--- src/rtl/ptm_pkg.sv ---
// ----------------------------------------------------------------------------
// ptm_pkg
// Shared types, sizes, status codes and the control store of the page table
// map/unmap engine.
// ----------------------------------------------------------------------------
package ptm_pkg;

    localparam int TABLE_FRAMES = 16;
    localparam int ENTRY_W      = 64;
    localparam int IDX_W        = 9;
    localparam int FRAME_W      = $clog2(TABLE_FRAMES);
    localparam int ADDR_W       = FRAME_W + IDX_W;
    localparam int DEPTH        = TABLE_FRAMES * (1 << IDX_W);
    localparam int NFF_W        = $clog2(TABLE_FRAMES + 1);
    localparam int MEM_W        = ENTRY_W + 1;
    localparam int PFN_W        = 40;
    localparam int VA_W         = 48;
    localparam int PA_W         = 52;
    localparam int PG_W         = 12;
    localparam int ST_W         = 3;
    localparam int LVL_W        = 2;

    localparam logic [PFN_W-1:0] BASE_RESET = PFN_W'(256);

    localparam logic [ST_W-1:0] ST_DONE        = ST_W'(0);
    localparam logic [ST_W-1:0] ST_REFUSED     = ST_W'(1);
    localparam logic [ST_W-1:0] ST_UNALIGNED   = ST_W'(2);
    localparam logic [ST_W-1:0] ST_NO_FRAMES   = ST_W'(3);
    localparam logic [ST_W-1:0] ST_NOT_MAPPED  = ST_W'(4);
    localparam logic [ST_W-1:0] ST_BAD_POINTER = ST_W'(5);

    localparam logic [LVL_W-1:0] LVL_LAST_LINK = LVL_W'(2);

    typedef enum logic [2:0] {
        U_CLEAR,
        U_IDLE,
        U_CHECK,
        U_READ,
        U_EVAL,
        U_LINK,
        U_LEAF,
        U_FINISH
    } t_uop;

    typedef enum logic [2:0] {
        C_SEQ,
        C_HOLD_CLR,
        C_HOLD_IN,
        C_LOOP,
        C_HOLD_OUT
    } t_cond;

    typedef logic [3:0] t_step;

    localparam t_step STEP_CLEAR   = 4'd0;
    localparam t_step STEP_IDLE    = 4'd1;
    localparam t_step STEP_CHECK   = 4'd2;
    localparam t_step STEP_RD      = 4'd3;
    localparam t_step STEP_EV      = 4'd4;
    localparam t_step STEP_LINK    = 4'd5;
    localparam t_step STEP_LEAF_RD = 4'd6;
    localparam t_step STEP_LEAF_EV = 4'd7;
    localparam t_step STEP_FIN     = 4'd8;

    typedef struct packed {
        t_uop  op;
        t_cond cond;
        t_step target;
    } t_uword;

    typedef struct packed {
        logic clr_done;
        logic in_fire;
        logic fail;
        logic more;
        logic out_free;
    } t_dp_stat;

    // control store
    function automatic t_uword ucode(input t_step s);
        t_uword w;
        case (s)
            STEP_CLEAR:   w = '{U_CLEAR,  C_HOLD_CLR, STEP_IDLE};
            STEP_IDLE:    w = '{U_IDLE,   C_HOLD_IN,  STEP_CHECK};
            STEP_CHECK:   w = '{U_CHECK,  C_SEQ,      STEP_RD};
            STEP_RD:      w = '{U_READ,   C_SEQ,      STEP_EV};
            STEP_EV:      w = '{U_EVAL,   C_SEQ,      STEP_LINK};
            STEP_LINK:    w = '{U_LINK,   C_LOOP,     STEP_RD};
            STEP_LEAF_RD: w = '{U_READ,   C_SEQ,      STEP_LEAF_EV};
            STEP_LEAF_EV: w = '{U_LEAF,   C_SEQ,      STEP_FIN};
            STEP_FIN:     w = '{U_FINISH, C_HOLD_OUT, STEP_IDLE};
            default:      w = '{U_FINISH, C_HOLD_OUT, STEP_IDLE};
        endcase
        return w;
    endfunction

    // 9-bit table index for a level, level 0 is the root
    function automatic logic [IDX_W-1:0] slice_of(input logic [VA_W-1:0] va,
                                                  input logic [LVL_W-1:0] lvl);
        logic [IDX_W-1:0] s;
        unique case (lvl)
            2'd0:    s = va[47:39];
            2'd1:    s = va[38:30];
            2'd2:    s = va[29:21];
            default: s = va[20:12];
        endcase
        return s;
    endfunction

endpackage

--- src/rtl/ptm_useq.sv ---
// ----------------------------------------------------------------------------
// ptm_useq
// Microcode sequencer: step counter over the control store with
// conditional holds and jumps driven by datapath status.
// ----------------------------------------------------------------------------
module ptm_useq (
    input  logic              i_clk,
    input  logic              i_rst_n,
    input  ptm_pkg::t_dp_stat i_stat,
    output ptm_pkg::t_uop     o_uop
);

    ptm_pkg::t_step  r_step;
    ptm_pkg::t_step  n_step;
    ptm_pkg::t_uword w_word;

    assign w_word = ptm_pkg::ucode(r_step);
    assign o_uop  = w_word.op;

    always_comb begin
        n_step = r_step;
        if (i_stat.fail) begin
            n_step = ptm_pkg::STEP_FIN;
        end else begin
            unique case (w_word.cond)
                ptm_pkg::C_SEQ:      n_step = r_step + 1'b1;
                ptm_pkg::C_HOLD_CLR: n_step = i_stat.clr_done ? w_word.target : r_step;
                ptm_pkg::C_HOLD_IN:  n_step = i_stat.in_fire ? w_word.target : r_step;
                ptm_pkg::C_LOOP:     n_step = i_stat.more ? w_word.target : r_step + 1'b1;
                ptm_pkg::C_HOLD_OUT: n_step = i_stat.out_free ? w_word.target : r_step;
                default:             n_step = ptm_pkg::STEP_IDLE;
            endcase
        end
    end

    always_ff @(posedge i_clk) begin
        if (!i_rst_n) begin
            r_step <= ptm_pkg::STEP_CLEAR;
        end else begin
            r_step <= n_step;
        end
    end

endmodule

--- config.mk ---
export PLATFORM = sky130hd
export DESIGN_NAME = ptm_useq
export DESIGN_NICKNAME = d
export VERILOG_FILES = /design/src/rtl/ptm_pkg.sv /design/src/rtl/ptm_useq.sv
export SDC_FILE = /design/constraint.sdc
export NUM_CORES = 1
export LEC_CHECK = 0
export BUFFER_PORTS_ARGS = -buffer_cell sky130_fd_sc_hd__buf_4
export CAP_MARGIN = 25
export CORE_AREA = 2 2 39 41
export DETAILED_ROUTE_END_ITERATION = 10
export DIE_AREA = 0 0 41 43
export GPL_TIMING_DRIVEN = 1
export SYNTH_ARGS = -nofsm -noshare
export SYNTH_HDL_FRONTEND = slang
export SYNTH_SLANG_ARGS = --single-unit
--- constraint.sdc ---
create_clock -name i_clk -period 4.2 [get_ports i_clk]
set_input_delay 0.84 -clock i_clk [delete_from_list [all_inputs] [get_ports i_clk]]
set_output_delay 0.84 -clock i_clk [all_outputs]
set_load 0.05 [all_outputs]
Yosys cells after proc, flatten, opt, wreduce, memory -nomap -nowiden
Memories as Yosys holds them, arrays and structs flattened.
Cells that the tools add are included.
- register bits: 4
- input port bits: 7
- bits in read-only memories: 160
- memories: 1
- multiplexer cells: 6
- add/subtract/negate cells: 1
- bitwise gates (word level): 1
- reduce and logical (&&, ||, !) cells: 4
- equality and inequality tests: 10
- memory list (name ; depth ; width ; read ports ; clocked after Yosys merged registers in ; write ports ; line ; RTL):
    (no name shown) ; 16 ; 10 ; 1 ; 0 ; 0 ; ptm_pkg.sv:82 ; case (s)
- operators by type and width (kind ; number):
    4-bit 2-to-1 mux ; 5
    4-bit one-hot mux with 5 select lines ; 1
    3-bit inequality test (second input constant) ; 3
    3-bit by 2-bit equality test with 1-bit output (second input constant) ; 2
    2-bit inequality test (second input constant) ; 3
    3-bit AND reduction ; 2
    4-bit by 1-bit adder with 4-bit output (second input constant) ; 1
    3-bit by 1-bit equality test with 1-bit output (second input constant) ; 1
    3-bit equality test (second input constant) ; 1
    3-bit zero test ; 1
    2-bit OR reduction ; 1
    1-bit NOT ; 1

Logic depth before layout (Yosys ltp)
- word-level depth: 4
- gate-level depth with buffers: 6

Worst setup path before layout
OpenSTA, ideal clock, no wires.
- kind: register to output
- start point: register r_step[0]
- end point: output port o_uop[2]
- cell stages (with the launch flop): 4
- data arrival time: 1.753 ns
- path buffers: 0
- slack: 1.607 ns
- cells stage by stage: dfxtp_1 -> inv_1 -> ha_1 -> o21ai_0
- word-level cells in the longest chain between the ends: 1
- ends and longest elaborated chain (what ; line ; RTL):
    start: declaration ; ptm_useq.sv:13 ; ptm_pkg::t_step r_step;
    start signal: assignment ; ptm_useq.sv:38 ; r_step <= ptm_pkg::STEP_CLEAR;
    start signal: assignment ; ptm_useq.sv:40 ; r_step <= n_step;
    memory 16 x 10 bit ; - ;
    end: declaration ; ptm_useq.sv:10 ; output ptm_pkg::t_uop o_uop
Every way passes these cells.

Final worst setup path
- start point: register r_step[0]
- end point: output port o_uop[0]
The elaborated chain is that of the path after synthesis.

==> run_results.csv <==
group,metric,value,unit
timing,min_period,2.28,ns
power_and_ir_drop,leakage,0.217,nW
placement,hpwlAfterDp,685,um
drt,via_count,382,
logic_synthesis,yosys_warnings,0,
timing,relSlewSlack,0.759,
logic_synthesis,synthArstFlopShare,0,
clock_network,cts_buffers,3,
clock_network,htree_levels,1,
final_layout,top_regs,"r_step (4)",
timing,worstMarginPinSlew,0.361,ns
critical_path,crit_type,"flip-flop to output pin",
timing,slew_viol_final,0,
clock_network,cts_resized,0,
logic_synthesis,post_synth_num_cell_types,23,
drt,first_iter_violations,5,
drt,routed_wl,853,um
logic_synthesis,yosys_register_bits,4,
logic_synthesis,synth-main-ff-cell,"dfxtp_1",
placement,place_inst,74,
logic_synthesis,syn_inst,50,
timing,fmax,0.439,GHz
critical_path,cp-start-kind,"flip-flop",
floorplanning,dieArea,1760,um2
timing,tns,0,ns
floorplanning,die_h,43,um
final_layout,drive_above_1_share,0.246,
logic_synthesis,synth_edf_count,0,
timing,hold_viol_final,0,
power_and_ir_drop,max-vdd-ir-drop,0.000139,V
floorplanning,die_w,41,um
power_and_ir_drop,power.density,282,nW/um2
global_routing,grt_use_total,0.117,
global_routing,grt_pass1_vias,356,
global_routing,grt_max_degree,12,
final_layout,top_register,"r_step",
logic_synthesis,yosysMostFrequentCell,"ha_1",
final_layout,antenna_cells,0,
final_layout,largest_reg_flops,4,
placement,place_congestion,0.796,
drt,post_drt_wl_per_cell,11.1,um
drt,drc,0,
critical_path,cp_max_fo,6,
clock_network,postCtsSetupBuffers,0,
placement,portBuffers,9,
logic_synthesis,mappedNetlistArea,390,um2
floorplanning,pin_count,10,
power_and_ir_drop,p_total,0.000140,W
clock_network,tritoncts,"built",
final_layout,fin_area,495,um2
logic_synthesis,synth_commonest_cells,"6 x ha_1, 5 x nor2_1, 4 x a21oi_1, 4 x dfxtp_1, 4 x inv_1",
floorplanning,rows,14,
logic_synthesis,synth_seq_area_share,0.205,
drt,via_per_inst,4.96,
logic_synthesis,synth_top_cell_area_share,0.205,
clock_network,cts-root-buf,"clkbuf_4",
global_routing,overflow,0,
logic_synthesis,syn_area_per_cell,7.81,um2
logic_synthesis,ys_top_cells_by_area,"dfxtp_1 21%, ha_1 19%, a21oi_1 5.1%",
floorplanning,start_util,0.282,
logic_synthesis,syn_nets,63,
global_routing,grt_pass1_wl,1410,um
global_routing,antenna_found_initial,0,
timing,layout_worst_path_cycle_share,0.542,
critical_path,crit_required,3.36,ns
clock_network,cts_hold_buf,0,
timing,setup_violations,0,
run,cap_viol_max_count,0,
final_layout,layout.cells.non_filler,77,
timing,rsz0062_at_grt,"no",
logic_synthesis,synth_top_area_cell,"dfxtp_1",
min_path,hold_class,"flip-flop to flip-flop",
clock_network,insertion_delay,0.23,ns
final_layout,fin_nets,76,
clock_network,clockBufferDepth,2,
outcome,status,"completed",
clock_network,path_clk_slew,0.04,ns
final_layout,area_delta_synth_final,26.9,%
clock_network,cts_sinks,4,
drt,ant_nets,0,
timing,finalClockSkew,0.000600,ns
critical_path,cp-end-kind,"output pin",
floorplanning,core-area,1380,um2
critical_path,crit_arrival,1.44,ns
drt,dr.pass1.iters,4,
placement,placed_area,473,um2
timing,hold-worst-slack,0.559,ns
placed cells by master, fill, tap and decap left out, drive strengths merged:
| master | n |
|---|---|
| a31oi | 1 |
| o211ai | 1 |
| inv | 4 |
| o21a | 1 |
| a211oi | 2 |
| nor2 | 5 |
| nand2 | 3 |
| clkbuf | 3 |
| and4 | 1 |
| a21oi | 4 |
| mux2i | 2 |
| buf | 9 |
| o21ai | 6 |
| xnor2 | 1 |
| dfxtp | 4 |
| nor3 | 2 |
| ha | 6 |
| nand3 | 2 |
| nor3b | 2 |
| nand2b | 2 |
where the power goes:
part	leakage (nW)	switching [W]	total, W	internal, W
clock network	0.0138	0.0000148	0.0000467	0.0000319
logic	0.171	0.0000293	0.0000487	0.0000195
registers	0.0328	0.00000408	0.0000445	0.0000405
path summary, 6_finish.rpt:
| path | startpoint | endpoint | slack [ns] | cells after the start |
|---|---|---|---|---|
| worst max register to register | r_step[0] | r_step[2] | 2.51 | 6 |
| worst max-delay path | r_step[0] | o_uop[0] | 1.92 | 5 |
| worst min-delay path | r_step[1] | r_step[1] | 0.56 | 2 |
| worst min register to register | r_step[1] | r_step[1] | 0.56 | 2 |
layout make-up:
type / instances / area (um2)
inverter: 4 / 15.0
tap: 16 / 20.0
timing repair buffer: 9 / 67.6
clock buffer: 3 / 22.5
sequential: 4 / 80.1
fill: 154 / 888
multi-input combinational: 41 / 290
worst max-delay path, cell delays in order (launching register included):
cell      delay, ns
dfxtp_1        0.40
inv_1          0.12
ha_1           0.31
nand2_1        0.05
o211ai_1       0.10
buf_4          0.22
logic make-up after synthesis:
group                      synth area share
and+or+nand+nor                       0.234
muxes                                0.0513
adders and majority gates             0.192
DFF                                   0.205
AOI/OAI and AO/OA                     0.244
buffers and inverters                0.0513
xor gates and xnor gates             0.0224
per-layer routing:
metal | vias to the layer above | share of wire | GRT usage
li1 | 199 | - | -
met1 | 173 | 0.46 | 0.148
met2 | 10 | 0.50 | 0.175
met3 | 0 | 0.042 | 0.0157
met4 | 0 | 0 | 0.0800
met5 | - | 0 | 0
stage by stage:
stage                     utilization  worst slack, ns
after floorplan                     -             1.61
after global placement          0.342             2.19
after detailed placement        0.342             2.17
after CTS                       0.358             1.92
after global routing            0.358             1.80
final                           0.358             1.92
Note: power is estimated with default switching activity, not from simulation.
